===== src/rtl/sps_pkg.sv =====
// Shared types, codes and reset values for the slot positioner supervisor.
// No dependencies; compiled first.
package sps_pkg;

  localparam int unsigned MAX_SLOT_DEF = 3;

  localparam int unsigned CFG_ADDR_W = 5;
  localparam int unsigned CFG_DATA_W = 32;
  localparam int unsigned REG_IDX_W  = 3;

  localparam logic [REG_IDX_W-1:0] REG_POS_PER_SLOT = 3'd0;
  localparam logic [REG_IDX_W-1:0] REG_POS_TOL      = 3'd1;
  localparam logic [REG_IDX_W-1:0] REG_SPD_TOL      = 3'd2;
  localparam logic [REG_IDX_W-1:0] REG_MOVE_TMO     = 3'd3;
  localparam logic [REG_IDX_W-1:0] REG_ENABLE_TMO   = 3'd4;
  localparam logic [REG_IDX_W-1:0] REG_MOVE_SPEED   = 3'd5;

  localparam logic [20:0] POS_PER_SLOT_RST = 21'd128680;
  localparam logic [20:0] POS_TOL_RST      = 21'd3277;
  localparam logic [20:0] SPD_TOL_RST      = 21'd6554;
  localparam logic [15:0] MOVE_TMO_RST     = 16'd5000;
  localparam logic [15:0] ENABLE_TMO_RST   = 16'd500;
  localparam logic [20:0] MOVE_SPEED_RST   = 21'd171573;

  localparam logic [7:0] LAST_SEQ_RST = 8'hFF;

  localparam logic [1:0] CMD_NONE     = 2'd0;
  localparam logic [1:0] CMD_EXECUTE  = 2'd1;
  localparam logic [1:0] CMD_STOP_ALL = 2'd2;
  localparam logic [1:0] CMD_CLEAR    = 2'd3;

  typedef enum logic [2:0] {
    PH_WAIT     = 3'd0,
    PH_ENABLING = 3'd1,
    PH_HOLDING  = 3'd2,
    PH_MOVING   = 3'd3,
    PH_STOPPED  = 3'd4,
    PH_FAULT    = 3'd5
  } phase_t;

  typedef struct packed {
    logic [20:0] position_per_slot;
    logic [20:0] position_tolerance;
    logic [20:0] speed_tolerance;
    logic [15:0] move_timeout_ms;
    logic [15:0] enable_timeout_ms;
    logic [20:0] move_speed;
  } sps_cfg_t;

  typedef struct packed {
    logic               motor_online;
    logic               motor_enable_ack;
    logic signed [31:0] motor_position;
    logic signed [31:0] motor_velocity;
    logic               picture_link_online;
    logic               chassis_link_online;
    logic               chassis_safe_mode;
    logic [1:0]         mechanism_command;
    logic [7:0]         command_seq;
    logic [7:0]         requested_slot;
    logic [31:0]        now_ms;
  } sps_item_t;

  typedef struct packed {
    logic [2:0]         phase;
    logic               send_enable;
    logic               send_disable;
    logic               send_position;
    logic signed [31:0] target_position;
    logic               done_res;
    logic               fault;
    logic [1:0]         slot;
  } sps_res_t;

endpackage


===== src/rtl/sps_if.sv =====
// Valid/ready channel interfaces for control ticks and results.
// Standalone; field widths follow sps_pkg item and result layouts.
interface sps_in_if;
  logic               valid;
  logic               ready;
  logic               motor_online;
  logic               motor_enable_ack;
  logic signed [31:0] motor_position;
  logic signed [31:0] motor_velocity;
  logic               picture_link_online;
  logic               chassis_link_online;
  logic               chassis_safe_mode;
  logic [1:0]         mechanism_command;
  logic [7:0]         command_seq;
  logic [7:0]         requested_slot;
  logic [31:0]        now_ms;

  modport source (
    output valid, motor_online, motor_enable_ack, motor_position, motor_velocity,
           picture_link_online, chassis_link_online, chassis_safe_mode,
           mechanism_command, command_seq, requested_slot, now_ms,
    input  ready
  );
  modport sink (
    input  valid, motor_online, motor_enable_ack, motor_position, motor_velocity,
           picture_link_online, chassis_link_online, chassis_safe_mode,
           mechanism_command, command_seq, requested_slot, now_ms,
    output ready
  );
endinterface

interface sps_out_if;
  logic               valid;
  logic               ready;
  logic [2:0]         phase;
  logic               send_enable;
  logic               send_disable;
  logic               send_position;
  logic signed [31:0] target_position;
  logic               done_res;
  logic               fault;
  logic [1:0]         slot;

  modport source (
    output valid, phase, send_enable, send_disable, send_position,
           target_position, done_res, fault, slot,
    input  ready
  );
  modport sink (
    input  valid, phase, send_enable, send_disable, send_position,
           target_position, done_res, fault, slot,
    output ready
  );
endinterface


===== src/rtl/slot_positioner_supervisor.sv =====
// Slot positioner supervisor: top level joining register file and core.
// Depends on sps_pkg, sps_if, sps_regs and sps_core.
//
// Usage: each transaction on in_ch is one control tick (motor feedback,
// link and safety flags, command, sequence number, requested slot and
// millisecond time). Each tick yields exactly one transaction on out_ch
// with the phase, the enable/disable/position strobes, target, done,
// fault and slot as they stand after that tick.
// Path: tick register, then result register, which drives out_ch.valid.
// Throughput: one tick per cycle while out_ch.ready is high; the phase
// update is a single combinational pass between those two registers.
// Stall: while out_ch.ready is low the result holds and one more tick
// is taken into the tick register; in_ch.ready then drops.
// Reset (rst_n low, synchronous): phase wait-feedback, motor not
// enabled, slot 0, last sequence 255, flags and target cleared, and
// the configuration registers return to their defaults.
// Configuration: APB-style writes at byte address 4*index, one per
// access phase; write only while no tick is in flight.
module slot_positioner_supervisor #(
  parameter int unsigned MAX_SLOT = sps_pkg::MAX_SLOT_DEF
) (
  input  logic                           clk,
  input  logic                           rst_n,
  sps_in_if.sink                         in_ch,
  sps_out_if.source                      out_ch,
  input  logic                           cfg_psel,
  input  logic                           cfg_penable,
  input  logic                           cfg_pwrite,
  input  logic [sps_pkg::CFG_ADDR_W-1:0] cfg_paddr,
  input  logic [sps_pkg::CFG_DATA_W-1:0] cfg_pwdata,
  output logic [sps_pkg::CFG_DATA_W-1:0] cfg_prdata,
  output logic                           cfg_pready
);
  import sps_pkg::*;

  sps_cfg_t cfg;

  sps_regs u_regs (
    .clk         (clk),
    .rst_n       (rst_n),
    .cfg_psel    (cfg_psel),
    .cfg_penable (cfg_penable),
    .cfg_pwrite  (cfg_pwrite),
    .cfg_paddr   (cfg_paddr),
    .cfg_pwdata  (cfg_pwdata),
    .cfg_prdata  (cfg_prdata),
    .cfg_pready  (cfg_pready),
    .cfg         (cfg)
  );

  sps_core #(
    .MAX_SLOT (MAX_SLOT)
  ) u_core (
    .clk    (clk),
    .rst_n  (rst_n),
    .cfg    (cfg),
    .in_ch  (in_ch),
    .out_ch (out_ch)
  );

endmodule


===== src/rtl/sps_regs.sv =====
// APB-style configuration register file for the supervisor.
// Depends on sps_pkg.
module sps_regs (
  input  logic                           clk,
  input  logic                           rst_n,
  input  logic                           cfg_psel,
  input  logic                           cfg_penable,
  input  logic                           cfg_pwrite,
  input  logic [sps_pkg::CFG_ADDR_W-1:0] cfg_paddr,
  input  logic [sps_pkg::CFG_DATA_W-1:0] cfg_pwdata,
  output logic [sps_pkg::CFG_DATA_W-1:0] cfg_prdata,
  output logic                           cfg_pready,
  output sps_pkg::sps_cfg_t              cfg
);
  import sps_pkg::*;

  sps_cfg_t             cfg_r;
  logic [REG_IDX_W-1:0] idx;
  logic                 wr;

  assign idx        = cfg_paddr[CFG_ADDR_W-1:2];
  assign wr         = cfg_psel && cfg_penable && cfg_pwrite;
  assign cfg_pready = 1'b1;
  assign cfg        = cfg_r;

  always_ff @(posedge clk) begin
    if (!rst_n) begin
      cfg_r.position_per_slot  <= POS_PER_SLOT_RST;
      cfg_r.position_tolerance <= POS_TOL_RST;
      cfg_r.speed_tolerance    <= SPD_TOL_RST;
      cfg_r.move_timeout_ms    <= MOVE_TMO_RST;
      cfg_r.enable_timeout_ms  <= ENABLE_TMO_RST;
      cfg_r.move_speed         <= MOVE_SPEED_RST;
    end else if (wr) begin
      unique case (idx)
        REG_POS_PER_SLOT: cfg_r.position_per_slot  <= cfg_pwdata[20:0];
        REG_POS_TOL:      cfg_r.position_tolerance <= cfg_pwdata[20:0];
        REG_SPD_TOL:      cfg_r.speed_tolerance    <= cfg_pwdata[20:0];
        REG_MOVE_TMO:     cfg_r.move_timeout_ms    <= cfg_pwdata[15:0];
        REG_ENABLE_TMO:   cfg_r.enable_timeout_ms  <= cfg_pwdata[15:0];
        REG_MOVE_SPEED:   cfg_r.move_speed         <= cfg_pwdata[20:0];
        default: ;
      endcase
    end
  end

  always_comb begin
    unique case (idx)
      REG_POS_PER_SLOT: cfg_prdata = CFG_DATA_W'(cfg_r.position_per_slot);
      REG_POS_TOL:      cfg_prdata = CFG_DATA_W'(cfg_r.position_tolerance);
      REG_SPD_TOL:      cfg_prdata = CFG_DATA_W'(cfg_r.speed_tolerance);
      REG_MOVE_TMO:     cfg_prdata = CFG_DATA_W'(cfg_r.move_timeout_ms);
      REG_ENABLE_TMO:   cfg_prdata = CFG_DATA_W'(cfg_r.enable_timeout_ms);
      REG_MOVE_SPEED:   cfg_prdata = CFG_DATA_W'(cfg_r.move_speed);
      default:          cfg_prdata = '0;
    endcase
  end

endmodule


===== src/rtl/sps_core.sv =====
// Tick register, phase state update and result register of the supervisor.
// Depends on sps_pkg and the channel interfaces in sps_if.
module sps_core #(
  parameter int unsigned MAX_SLOT = sps_pkg::MAX_SLOT_DEF
) (
  input  logic              clk,
  input  logic              rst_n,
  input  sps_pkg::sps_cfg_t cfg,
  sps_in_if.sink            in_ch,
  sps_out_if.source         out_ch
);
  import sps_pkg::*;

  localparam int unsigned SLOT_W     = $clog2(MAX_SLOT + 1);
  localparam int unsigned SLOT_EXT_W = (SLOT_W < 2) ? 2 : SLOT_W;

  logic      s1_v_r;
  sps_item_t s1_r;
  logic      out_v_r;
  sps_res_t  out_r;
  logic      move;
  logic      take;

  phase_t              phase_r, phase_nxt;
  logic                en_r, en_nxt;
  logic [SLOT_W-1:0]   slot_r, slot_nxt;
  logic [7:0]          last_seq_r, last_seq_nxt;
  logic                done_r, done_nxt;
  logic                fault_r, fault_nxt;
  logic [31:0]         target_r, target_nxt;
  logic [31:0]         move_start_r, move_start_nxt;
  logic [31:0]         enable_start_r, enable_start_nxt;
  logic                s_en, s_dis, s_pos;
  sps_res_t            res_nxt;

  logic                stop;
  logic                tail;
  logic signed [32:0]  diff;
  logic [32:0]         err_mag;
  logic signed [32:0]  vel_x;
  logic [32:0]         spd_mag;
  logic                arrived;
  logic [31:0]         mv_elapsed;
  logic [SLOT_W-1:0]   slot_clamp;
  logic [SLOT_W+20:0]  prod;
  logic [SLOT_EXT_W-1:0] slot_ext;

  assign move         = s1_v_r && (!out_v_r || out_ch.ready);
  assign in_ch.ready  = !s1_v_r || move;
  assign take         = in_ch.valid && in_ch.ready;

  always_ff @(posedge clk) begin
    if (!rst_n) begin
      s1_v_r <= 1'b0;
    end else if (take) begin
      s1_v_r <= 1'b1;
    end else if (move) begin
      s1_v_r <= 1'b0;
    end
  end

  always_ff @(posedge clk) begin
    if (take) begin
      s1_r.motor_online        <= in_ch.motor_online;
      s1_r.motor_enable_ack    <= in_ch.motor_enable_ack;
      s1_r.motor_position      <= in_ch.motor_position;
      s1_r.motor_velocity      <= in_ch.motor_velocity;
      s1_r.picture_link_online <= in_ch.picture_link_online;
      s1_r.chassis_link_online <= in_ch.chassis_link_online;
      s1_r.chassis_safe_mode   <= in_ch.chassis_safe_mode;
      s1_r.mechanism_command   <= in_ch.mechanism_command;
      s1_r.command_seq         <= in_ch.command_seq;
      s1_r.requested_slot      <= in_ch.requested_slot;
      s1_r.now_ms              <= in_ch.now_ms;
    end
  end

  assign diff       = {s1_r.motor_position[31], s1_r.motor_position}
                    - {target_r[31], target_r};
  assign err_mag    = diff[32] ? 33'(-diff) : 33'(diff);
  assign vel_x      = {s1_r.motor_velocity[31], s1_r.motor_velocity};
  assign spd_mag    = vel_x[32] ? 33'(-vel_x) : 33'(vel_x);
  assign arrived    = (err_mag <= 33'(cfg.position_tolerance))
                   && (spd_mag <= 33'(cfg.speed_tolerance));
  assign mv_elapsed = s1_r.now_ms - move_start_r;
  assign slot_clamp = (s1_r.requested_slot <= 8'(MAX_SLOT)) ?
                      SLOT_W'(s1_r.requested_slot) : SLOT_W'(MAX_SLOT);
  assign prod       = slot_clamp * cfg.position_per_slot;

  assign stop = !s1_r.motor_online || !s1_r.picture_link_online
             || !s1_r.chassis_link_online || s1_r.chassis_safe_mode
             || (s1_r.mechanism_command == CMD_STOP_ALL);

  always_comb begin
    phase_nxt        = phase_r;
    en_nxt           = en_r;
    slot_nxt         = slot_r;
    last_seq_nxt     = last_seq_r;
    done_nxt         = done_r;
    fault_nxt        = fault_r;
    target_nxt       = target_r;
    move_start_nxt   = move_start_r;
    enable_start_nxt = enable_start_r;
    s_en             = 1'b0;
    s_dis            = 1'b0;
    s_pos            = 1'b0;
    tail             = 1'b1;
    if (stop) begin
      if (en_r) begin
        s_dis  = 1'b1;
        en_nxt = 1'b0;
      end
      phase_nxt = s1_r.motor_online ? PH_STOPPED : PH_WAIT;
      done_nxt  = 1'b0;
      tail      = 1'b0;
    end else begin
      if (fault_r && (s1_r.mechanism_command == CMD_CLEAR)) begin
        fault_nxt = 1'b0;
        phase_nxt = PH_ENABLING;
      end
      unique case (phase_nxt)
        PH_WAIT, PH_STOPPED: begin
          phase_nxt = PH_ENABLING;
        end
        PH_ENABLING: begin
          if (!en_r) begin
            s_en             = 1'b1;
            en_nxt           = 1'b1;
            enable_start_nxt = s1_r.now_ms;
            target_nxt       = s1_r.motor_position;
            done_nxt         = 1'b0;
          end
          if (s1_r.motor_enable_ack) begin
            done_nxt  = 1'b1;
            phase_nxt = PH_HOLDING;
          end else if ((s1_r.now_ms - enable_start_nxt) > 32'(cfg.enable_timeout_ms)) begin
            fault_nxt = 1'b1;
            phase_nxt = PH_FAULT;
          end
        end
        PH_HOLDING: begin
          done_nxt = 1'b1;
          if ((s1_r.mechanism_command == CMD_EXECUTE) && (s1_r.command_seq != last_seq_r)) begin
            last_seq_nxt   = s1_r.command_seq;
            slot_nxt       = slot_clamp;
            target_nxt     = 32'(prod);
            move_start_nxt = s1_r.now_ms;
            done_nxt       = 1'b0;
            phase_nxt      = PH_MOVING;
          end
        end
        PH_MOVING: begin
          if (arrived) begin
            done_nxt  = 1'b1;
            phase_nxt = PH_HOLDING;
          end else if (mv_elapsed > 32'(cfg.move_timeout_ms)) begin
            fault_nxt = 1'b1;
            phase_nxt = PH_FAULT;
          end
        end
        default: begin
          if (en_r) begin
            s_dis  = 1'b1;
            en_nxt = 1'b0;
          end
          tail = 1'b0;
        end
      endcase
      s_pos = tail && en_nxt && (phase_nxt != PH_FAULT);
    end
  end

  assign slot_ext = SLOT_EXT_W'(slot_nxt);

  always_comb begin
    res_nxt.phase           = phase_nxt;
    res_nxt.send_enable     = s_en;
    res_nxt.send_disable    = s_dis;
    res_nxt.send_position   = s_pos;
    res_nxt.target_position = target_nxt;
    res_nxt.done_res        = done_nxt;
    res_nxt.fault           = fault_nxt;
    res_nxt.slot            = slot_ext[1:0];
  end

  always_ff @(posedge clk) begin
    if (!rst_n) begin
      phase_r        <= PH_WAIT;
      en_r           <= 1'b0;
      slot_r         <= '0;
      last_seq_r     <= LAST_SEQ_RST;
      done_r         <= 1'b0;
      fault_r        <= 1'b0;
      target_r       <= '0;
      move_start_r   <= '0;
      enable_start_r <= '0;
      out_v_r        <= 1'b0;
    end else begin
      if (move) begin
        phase_r        <= phase_nxt;
        en_r           <= en_nxt;
        slot_r         <= slot_nxt;
        last_seq_r     <= last_seq_nxt;
        done_r         <= done_nxt;
        fault_r        <= fault_nxt;
        target_r       <= target_nxt;
        move_start_r   <= move_start_nxt;
        enable_start_r <= enable_start_nxt;
        out_v_r        <= 1'b1;
      end else if (out_ch.ready) begin
        out_v_r <= 1'b0;
      end
    end
  end

  always_ff @(posedge clk) begin
    if (move) begin
      out_r <= res_nxt;
    end
  end

  assign out_ch.valid           = out_v_r;
  assign out_ch.phase           = out_r.phase;
  assign out_ch.send_enable     = out_r.send_enable;
  assign out_ch.send_disable    = out_r.send_disable;
  assign out_ch.send_position   = out_r.send_position;
  assign out_ch.target_position = out_r.target_position;
  assign out_ch.done_res        = out_r.done_res;
  assign out_ch.fault           = out_r.fault;
  assign out_ch.slot            = out_r.slot;

endmodule


===== src/flat_wrapper.sv =====
// flat-port wrapper written by rule: the top's interface ports become plain ports
module slot_positioner_supervisor_flat import sps_pkg::*;
#(
  parameter int unsigned MAX_SLOT = sps_pkg::MAX_SLOT_DEF
)
  (clk, rst_n, cfg_psel, cfg_penable, cfg_pwrite, cfg_paddr, cfg_pwdata, cfg_prdata, cfg_pready, in_ch_valid, in_ch_motor_online, in_ch_motor_enable_ack, in_ch_motor_position, in_ch_motor_velocity, in_ch_picture_link_online, in_ch_chassis_link_online, in_ch_chassis_safe_mode, in_ch_mechanism_command, in_ch_command_seq, in_ch_requested_slot, in_ch_now_ms, in_ch_ready, out_ch_valid, out_ch_phase, out_ch_send_enable, out_ch_send_disable, out_ch_send_position, out_ch_target_position, out_ch_done_res, out_ch_fault, out_ch_slot, out_ch_ready);
  sps_in_if in_ch_i ();
  sps_out_if out_ch_i ();
  input  logic clk;
  input  logic rst_n;
  input  logic cfg_psel;
  input  logic cfg_penable;
  input  logic cfg_pwrite;
  input  logic [sps_pkg::CFG_ADDR_W-1:0] cfg_paddr;
  input  logic [sps_pkg::CFG_DATA_W-1:0] cfg_pwdata;
  output logic [sps_pkg::CFG_DATA_W-1:0] cfg_prdata;
  output logic cfg_pready;
  input wire logic [$bits(in_ch_i.valid)-1:0] in_ch_valid;
  input wire logic [$bits(in_ch_i.motor_online)-1:0] in_ch_motor_online;
  input wire logic [$bits(in_ch_i.motor_enable_ack)-1:0] in_ch_motor_enable_ack;
  input wire logic [$bits(in_ch_i.motor_position)-1:0] in_ch_motor_position;
  input wire logic [$bits(in_ch_i.motor_velocity)-1:0] in_ch_motor_velocity;
  input wire logic [$bits(in_ch_i.picture_link_online)-1:0] in_ch_picture_link_online;
  input wire logic [$bits(in_ch_i.chassis_link_online)-1:0] in_ch_chassis_link_online;
  input wire logic [$bits(in_ch_i.chassis_safe_mode)-1:0] in_ch_chassis_safe_mode;
  input wire logic [$bits(in_ch_i.mechanism_command)-1:0] in_ch_mechanism_command;
  input wire logic [$bits(in_ch_i.command_seq)-1:0] in_ch_command_seq;
  input wire logic [$bits(in_ch_i.requested_slot)-1:0] in_ch_requested_slot;
  input wire logic [$bits(in_ch_i.now_ms)-1:0] in_ch_now_ms;
  output wire logic [$bits(in_ch_i.ready)-1:0] in_ch_ready;
  output wire logic [$bits(out_ch_i.valid)-1:0] out_ch_valid;
  output wire logic [$bits(out_ch_i.phase)-1:0] out_ch_phase;
  output wire logic [$bits(out_ch_i.send_enable)-1:0] out_ch_send_enable;
  output wire logic [$bits(out_ch_i.send_disable)-1:0] out_ch_send_disable;
  output wire logic [$bits(out_ch_i.send_position)-1:0] out_ch_send_position;
  output wire logic [$bits(out_ch_i.target_position)-1:0] out_ch_target_position;
  output wire logic [$bits(out_ch_i.done_res)-1:0] out_ch_done_res;
  output wire logic [$bits(out_ch_i.fault)-1:0] out_ch_fault;
  output wire logic [$bits(out_ch_i.slot)-1:0] out_ch_slot;
  input wire logic [$bits(out_ch_i.ready)-1:0] out_ch_ready;
  assign in_ch_i.valid = in_ch_valid;
  assign in_ch_i.motor_online = in_ch_motor_online;
  assign in_ch_i.motor_enable_ack = in_ch_motor_enable_ack;
  assign in_ch_i.motor_position = in_ch_motor_position;
  assign in_ch_i.motor_velocity = in_ch_motor_velocity;
  assign in_ch_i.picture_link_online = in_ch_picture_link_online;
  assign in_ch_i.chassis_link_online = in_ch_chassis_link_online;
  assign in_ch_i.chassis_safe_mode = in_ch_chassis_safe_mode;
  assign in_ch_i.mechanism_command = in_ch_mechanism_command;
  assign in_ch_i.command_seq = in_ch_command_seq;
  assign in_ch_i.requested_slot = in_ch_requested_slot;
  assign in_ch_i.now_ms = in_ch_now_ms;
  assign in_ch_ready = in_ch_i.ready;
  assign out_ch_valid = out_ch_i.valid;
  assign out_ch_phase = out_ch_i.phase;
  assign out_ch_send_enable = out_ch_i.send_enable;
  assign out_ch_send_disable = out_ch_i.send_disable;
  assign out_ch_send_position = out_ch_i.send_position;
  assign out_ch_target_position = out_ch_i.target_position;
  assign out_ch_done_res = out_ch_i.done_res;
  assign out_ch_fault = out_ch_i.fault;
  assign out_ch_slot = out_ch_i.slot;
  assign out_ch_i.ready = out_ch_ready;
  slot_positioner_supervisor #(.MAX_SLOT(MAX_SLOT)) u_core (.clk(clk), .rst_n(rst_n), .in_ch(in_ch_i), .out_ch(out_ch_i), .cfg_psel(cfg_psel), .cfg_penable(cfg_penable), .cfg_pwrite(cfg_pwrite), .cfg_paddr(cfg_paddr), .cfg_pwdata(cfg_pwdata), .cfg_prdata(cfg_prdata), .cfg_pready(cfg_pready));
endmodule

===== config.mk =====
export PLATFORM = sky130hd
export DESIGN_NAME = slot_positioner_supervisor_flat
export DESIGN_NICKNAME = d
export VERILOG_FILES = /design/src/rtl/sps_pkg.sv /design/src/rtl/sps_if.sv /design/src/rtl/slot_positioner_supervisor.sv /design/src/rtl/sps_regs.sv /design/src/rtl/sps_core.sv /design/src/flat_wrapper.sv
export SDC_FILE = /design/constraint.sdc
export NUM_CORES = 1
export LEC_CHECK = 0
export CORE_UTILIZATION = 35
export CTS_CLUSTER_DIAMETER = 80
export DETAILED_ROUTE_END_ITERATION = 10
export DONT_BUFFER_PORTS = 1
export PLACE_DENSITY_LB_ADDON = 0.08
export SLEW_MARGIN = 25
export SYNTH_ARGS = -nofsm -noshare
export SYNTH_HDL_FRONTEND = slang
export SYNTH_SLANG_ARGS = --single-unit

===== constraint.sdc =====
create_clock -name clk -period 11.3 [get_ports clk]
set_input_delay 1.695 -clock clk [delete_from_list [all_inputs] [get_ports clk]]
set_output_delay 1.695 -clock clk [all_outputs]
set_load 0.02 [all_outputs]

==> results.sh, run 1 <==
export IMPL_outcome="complete, no violations"
export IMPL_synth_top_area_cell="edfxtp_1"
export IMPL_synthTopCellsByCount="nand2_1, dfxtp_1, inv_1"
export IMPL_cts_path_max_buffers=3
export IMPL_hold_class="reg2reg"
export IMPL_slew_headroom_pct=25.8
export IMPL_num_vias=21000
export IMPL_layout_min_cycle_time_ns=7.39
export IMPL_synth_cell_types=89
export IMPL_route_antenna_remaining_nets=0
export IMPL_crit_path_end_kind="flip-flop"
export IMPL_clock_latency_ns=0.63
export IMPL_setup_tns_ns=0
export IMPL_globalRouteOverflowTotal=0
export IMPL_crit_type="reg2reg"
export IMPL_rows=98
export IMPL_hold_path_depth=2
export IMPL_syn_cell_area_um2=25200
export IMPL_r2r_end="u_core.u_core.out_ch.phase[2]"
export IMPL_wl_per_cell_um=21.1
export IMPL_netlist_top_cells_area="edfxtp_1, dfxtp_1, ha_1, nand2_1, a21boi_0"
export IMPL_routed_wl_mm=81.2
export IMPL_setup_viol=0
export IMPL_multi_input_area_um2=14600
export IMPL_hold_path_end="u_core.u_core.move_start_r[17]"
export IMPL_fp_dieW_um=271
export IMPL_path_clk_slew_ns=0.06
export IMPL_ir_drop_uv=109
export IMPL_min_from="u_core.u_core.move_start_r[17]"
export IMPL_regArea_um2=9440
export IMPL_cts_hold_buffers=0
export IMPL_skew_ns=0.0332
export IMPL_syn_to_final_growth_pct=9.57
export IMPL_die_height_um=271
export IMPL_antenna_found_initial=6
export IMPL_die_area_um2=73200
export IMPL_ys_warn_count=0
export IMPL_grt_max_degree=234
export IMPL_io_buffers=0
export IMPL_ioPinCount=240
export IMPL_critPathLaunchType="flip-flop"
export IMPL_vias_per_cell=5.44
export IMPL_final_layout_size_suffix_gt1_share_pct=4.76
export IMPL_ys_ff_latch=391
export IMPL_drtPass1Iterations=6
export IMPL_synth_most_common_cell="nand2_1"
export IMPL_r2r_start="u_core.u_core.s1_r[85]"
export IMPL_worstPathMaxFanout=7
export IMPL_worst_pin_slew_ns=1.11
export IMPL_core_region_area_um2=71400
export IMPL_cts_resized=0
export IMPL_clock_sinks=391
export IMPL_finalHoldViolCount=0
export IMPL_p_leak_nw=10.4
export IMPL_synth_top_area_share_pct=19.2
export IMPL_drtIter0Drc=1448
export IMPL_synth_avg_cell_area_um2=8.62
export IMPL_track_usage_pct=21.6
export IMPL_cts_tree="built"
export IMPL_grt_pass1_vias=20100
export IMPL_required_ns=11.63
export IMPL_fillCellCount=7162
export IMPL_rrSetupSlack_ns=3.91
export IMPL_synth_edf_count=161
export IMPL_root_buffer="clkbuf_16"
export IMPL_initial_core_util_pct=35.4
export IMPL_pwr_density_cell_nw_per_um2=135
export IMPL_drc=0
export IMPL_cts_made_buffers=49
export IMPL_fmax_mhz=135
export IMPL_grt_pass1_wl_mm=123
export IMPL_period_share_pct=65.4
export IMPL_layout_nets=3217
export IMPL_rr_worst_depth=26
export IMPL_synth_top_flop_cell="dfxtp_1"
export IMPL_syn_inst=2928
export IMPL_gp_congestion=0.887
export IMPL_holdWs_ns=0.460
export IMPL_postCtsSetupBuffers=0
export IMPL_synth_async_sr_flop_share_pct=0
export IMPL_arrival_ns=7.72
export IMPL_htree_levels=2
export IMPL_drv_cap=0
export IMPL_hpwlAfterDp_mm=61.2
export IMPL_rsz0062_at_grt="no"
export IMPL_seq_area_frac_synth_pct=37.4
export IMPL_slew_violations=0
## flip-flops by register name, summed over array words and instances (netlist names)
| name | flops |
|---|---|
| u_core.u_core.out_ch.send_position | 1 |
| u_core.u_core.out_ch.slot | 2 |
| u_core.u_core.phase_r | 3 |
| u_core.u_core.en_r | 1 |
| u_core.u_core.done_r | 1 |
| u_core.u_core.move_start_r | 32 |
| u_core.u_core.target_r | 32 |
| u_core.u_core.out_ch.send_disable | 1 |
| u_core.u_core.out_ch.valid | 1 |
| u_core.u_core.s1_r | 119 |
| u_core.u_core.out_ch.phase | 3 |
| u_core.u_core.fault_r | 1 |
| u_core.u_core.last_seq_r | 8 |
| u_core.u_core.out_ch.fault | 1 |
| u_core.u_core.out_ch.target_position | 32 |
| u_core.u_core.slot_r | 2 |
| u_core.u_core.out_ch.send_enable | 1 |
| u_core.u_core.s1_v_r | 1 |
| u_core.u_core.out_ch.done_res | 1 |
| u_core.u_regs.cfg | 116 |
| u_core.u_core.enable_start_r | 32 |
## per-stage QoR
stage,std cells,setup WS (ns),total power [W],util (%),cell area [µm²]
final,3853,3.91,0.00373,38.7,27700
after global routing,3852,3.31,0.00390,38.7,27600
after CTS,3850,3.84,0.00378,38.7,27600
after detailed placement,3759,3.91,0.00219,36.5,26000
after global placement,3758,3.98,0.00219,36.5,26000
after floorplan,2938,5.10,0.00204,-,25300
## placed cells by master (no fill, tap or decap), types with 33 or more instances in the layout
cell / Yosys / layout
clkbuf_16: 0 / 50
a21oi_1: 137 / 137
and2_1: 36 / 34
o211a_1: 35 / 35
ha_1: 190 / 190
a22oi_1: 65 / 65
o21ai_0: 132 / 132
nor3_1: 51 / 48
edfxtp_1: 161 / 161
mux2i_1: 54 / 54
a21boi_0: 126 / 126
nor2_1: 127 / 126
a21o_1: 51 / 51
xnor2_1: 85 / 85
inv_1: 193 / 193
nand2_1: 493 / 493
nand3_1: 83 / 83
o211ai_1: 41 / 41
nor2b_1: 52 / 52
dfxtp_1: 230 / 229
xor2_1: 33 / 33
nand4_1: 34 / 34
## per-layer routing
layer,vias up,GRT usage (%),part of all wire (%)
met1,10000,29.0,46
li1,10400,-,-
met5,-,0,0.041
met3,118,2.58,3.8
met4,6,6.45,2.8
met2,445,36.3,47
## cell type report
class	instances	share of cell area, %
Antenna cell	3	0.0272
Clock buffer	72	5.04
Clock inverter	19	0.706
Inverter	194	2.63
Multi-Input combinational cell	2207	52.6
Sequential cell	391	34.1
Tap cell	950	4.30
Timing Repair Buffer	17	0.520
## cells by family after synthesis
group                    synth area share, %
adder cells (fa/ha/maj)                 9.74
XOR/XNOR                                4.10
buffers and inverters                   5.25
flip-flops                              37.4
multiplexers                            2.23
AND/OR/NAND/NOR                         18.9
AO/OA/AOI/OAI                           22.3
other                                 0.0298
## worst max-delay path by stage
stage | startpoint | end | slack, ns
after floorplan | u_core.u_core.en_r | u_core.u_core.out_ch.phase[2] | 5.10
after CTS | u_core.u_core.s1_r[85] | u_core.u_core.out_ch.phase[2] | 3.84
final | u_core.u_core.s1_r[85] | u_core.u_core.out_ch.phase[2] | 3.91
after detailed placement | u_core.u_core.s1_r[85] | u_core.u_core.out_ch.phase[2] | 3.91
after global placement | u_core.u_core.s1_r[85] | u_core.u_core.out_ch.phase[2] | 3.98
after global routing | u_core.u_core.s1_r[85] | u_core.u_core.out_ch.phase[2] | 3.31
## worst max-delay path, cell delays in order, from the launching register on
cell	delay, ns
edfxtp_1	0.38
inv_1	0.07
ha_1	0.30
fa_1	0.30
nor2b_1	0.08
o2111ai_1	0.27
nand3_1	0.18
o311ai_0	0.58
nand2b_1	0.18
or3_1	0.46
nor4_1	0.74
nand2_1	0.11
nand2_1	0.11
xor2_1	0.20
ha_1	0.28
a21o_1	0.16
a21o_1	0.17
a21o_1	0.17
a21o_1	0.18
a2111oi_0	0.47
a31oi_1	0.10
nor3_2	0.36
nand4_1	0.17
nor4_2	0.35
nand4_2	0.23
a31oi_2	0.37
a21boi_0	0.14
## report_power, final
group	leakage, nW	total [W]	internal [W]	switching (W)
registers	3.43	0.00156	0.00152	0.0000479
logic	6.20	0.000604	0.000234	0.000370
clock network	0.775	0.00156	0.000908	0.000654
Note: power is estimated with default switching activity, not from simulation.
==> run 2: changes to the inputs <==
Clock period 11.3 ns to 6.9 ns, I/O delays scaled along.
==> run 2 against run 1 <==
Sequential share of layout area down 0.37 points. Via count up 1.5%. Critical endpoint unchanged. Power grew 69%. Die area stayed put. Non-clock buffer count grew 15. Largest cell class unchanged.
==> results.sh, run 2 (synthesis gave the netlist of run 1 again) <==
export IMPL_outcome="complete, no violations"
export IMPL_grt_pass1_vias=20300
export IMPL_die_area_um2=73200
export IMPL_power_w=0.00630
export IMPL_wl_per_cell_um=21.2
export IMPL_antenna_found_initial=9
export IMPL_crit_type="reg2reg"
export IMPL_finalHoldViolCount=0
export IMPL_setup_viol=0
export IMPL_slew_violations=0
export IMPL_drtPass1Iterations=5
export IMPL_slew_headroom_pct=28.2
export IMPL_dpl_cell_area_um2=26200
export IMPL_track_usage_pct=21.9
export IMPL_rsz0062_at_grt="no"
export IMPL_regMostFlops="u_core.u_core.s1_r"
export IMPL_cts_hold_buffers=0
export IMPL_p_leak_nw=10.5
export IMPL_ir_drop_uv=177
export IMPL_die_height_um=271
export IMPL_grt_pass1_wl_mm=124
export IMPL_switching_share_pct=28.3
export IMPL_cp_top_family="compound AO/OA/AOI/OAI gates"
export IMPL_gp_congestion=0.906
export IMPL_comb_power_share_pct=15.9
export IMPL_ioPinCount=240
export IMPL_fp_dieW_um=271
export IMPL_design_area_um2=28000
export IMPL_seqPwrFrac_pct=40.7
export IMPL_rows=98
export IMPL_worst_pin_slew_ns=1.07
export IMPL_routed_wl_mm=81.9
export IMPL_holdWs_ns=0.461
export IMPL_worstPathMaxFanout=7
export IMPL_p_sw_w=0.00178
export IMPL_cts_made_buffers=49
export IMPL_hold_class="reg2reg"
export IMPL_use_met1_pct=29.5
export IMPL_p_clk_share_pct=43.5
export IMPL_pwr_density_cell_nw_per_um2=225
export IMPL_crit_path_end_kind="flip-flop"
export IMPL_core_region_area_um2=71400
export IMPL_route_antenna_remaining_nets=0
export IMPL_io_buffers=0
export IMPL_grtUsageMet2_pct=36.4
export IMPL_vias_per_cell=5.50
export IMPL_mostFrequentLayoutCells="nand2_1, dfxtp_1, inv_1, ha_1, edfxtp_1"
export IMPL_path_clk_slew_ns=0.06
export IMPL_drtIter0Drc=1402
export IMPL_layout_commonest_cell="nand2_1"
export IMPL_num_vias=21300
export IMPL_clock_sinks=391
export IMPL_cts_tree="built"
export IMPL_crit_slowest_cell="or4_1"
export IMPL_grt_busiest_layer="met2"
export IMPL_fmax_mhz=155
export IMPL_skew_ns=0.0349
export IMPL_largest_reg_flops=119
export IMPL_setup_tns_ns=0
export IMPL_root_buffer="clkbuf_16"
export IMPL_arrival_ns=6.80
export IMPL_required_ns=7.23
export IMPL_globalRouteOverflowTotal=0
export IMPL_use_met3_pct=2.85
export IMPL_layout_min_cycle_time_ns=6.47
export IMPL_layout_nets=3232
export IMPL_syn_to_final_growth_pct=10.8
export IMPL_hpwlAfterDp_mm=61.9
export IMPL_cts_path_max_buffers=3
export IMPL_fin_util_pct=39.2
export IMPL_critPathBufInv=2
export IMPL_drv_cap=0
export IMPL_period_share_pct=93.7
export IMPL_htree_levels=2
export IMPL_intPower_w=0.00452
export IMPL_final_layout_size_suffix_gt1_share_pct=5.45
export IMPL_drc=0
export IMPL_critPathLaunchType="flip-flop"
export IMPL_grt_max_degree=234
export IMPL_clock_latency_ns=0.61
export IMPL_initial_core_util_pct=35.4
export IMPL_critPathMostFrequentCell="a21o_1"
export IMPL_slowest_delay_ns=0.50
==> run 2: area by class of cell <==
type / instances / area [µm²]
Tap cell: 950 / 1190
Antenna cell: 3 / 7.51
Sequential cell: 391 / 9440
Clock buffer: 59 / 1280
Fill cell: 7197 / 43400
Inverter: 194 / 728
Timing Repair Buffer: 32 / 277
Clock inverter: 33 / 427
Multi-Input combinational cell: 2207 / 14600
==> run 2: power groups by stage <==
stage	Clock (W)	Sequential (W)	Combinational, W
final	0.00274	0.00256	0.000999
after global routing	0.00289	0.00257	0.00112
after CTS	0.00280	0.00256	0.000991
after detailed placement	0	0.00261	0.000984
after global placement	0	0.00261	0.000971
after floorplan	0	0.00258	0.000760
==> run 2: stage by stage <==
stage / cells / setup WS [ns]
floorplan: 2938 / 0.695
global placement: 3769 / 0.0555
detailed placement: 3771 / -0.0380
CTS: 3863 / 0.0526
global route: 3866 / 0.0229
finish: 3869 / 0.433
==> run 2: worst register-to-register path, cell delays in order (launching register included) <==
cell	delay [ns]
edfxtp_1	0.36
inv_1	0.05
ha_1	0.25
fa_1	0.44
nand2b_1	0.19
a211o_1	0.30
o21a_1	0.23
a21oi_1	0.17
xor2_1	0.13
or3_4	0.46
or4_1	0.50
nand2_1	0.10
xor2_1	0.15
ha_1	0.26
a21o_1	0.16
a21o_1	0.17
a21o_1	0.17
a21o_1	0.17
a21o_1	0.18
a2111oi_2	0.38
a31oi_1	0.09
nor3_2	0.18
buf_4	0.16
nand4_1	0.12
nor4_2	0.22
nand4_2	0.20
a31oi_4	0.30
a21boi_0	0.13
==> run 2: what timing repair did <==
| item | in CTS | in global routing |
|---|---|---|
| setup endpoints to repair | 4 | 11 |
| setup buffers | 0 | 2 |
| pin swaps | 0 | 4 |
| cloned | 0 | 0 |
| resized for setup | 1 | 9 |
==> run 2: path summary, 6_finish.rpt <==
| kind | endpoint | slack [ns] | start | depth (start not counted) |
|---|---|---|---|---|
| worst min register to register | u_core.u_core.move_start_r[12] | 0.46 | u_core.u_core.move_start_r[12] | 2 |
| worst max-delay path | u_core.u_core.out_ch.phase[2] | 0.43 | u_core.u_core.s1_r[85] | 27 |
| worst max register to register | u_core.u_core.out_ch.phase[2] | 0.43 | u_core.u_core.s1_r[85] | 27 |
| worst min-delay path | u_core.u_core.move_start_r[12] | 0.46 | u_core.u_core.move_start_r[12] | 2 |
==> run 2: metal layers <==
metal	vias up	part of all wire, %	routed length [µm]
li1	10400	-	-
met1	10200	46	37700
met2	499	47	38400
met3	103	4.6	3730
met4	2	2.5	2060
met5	-	0.016	13
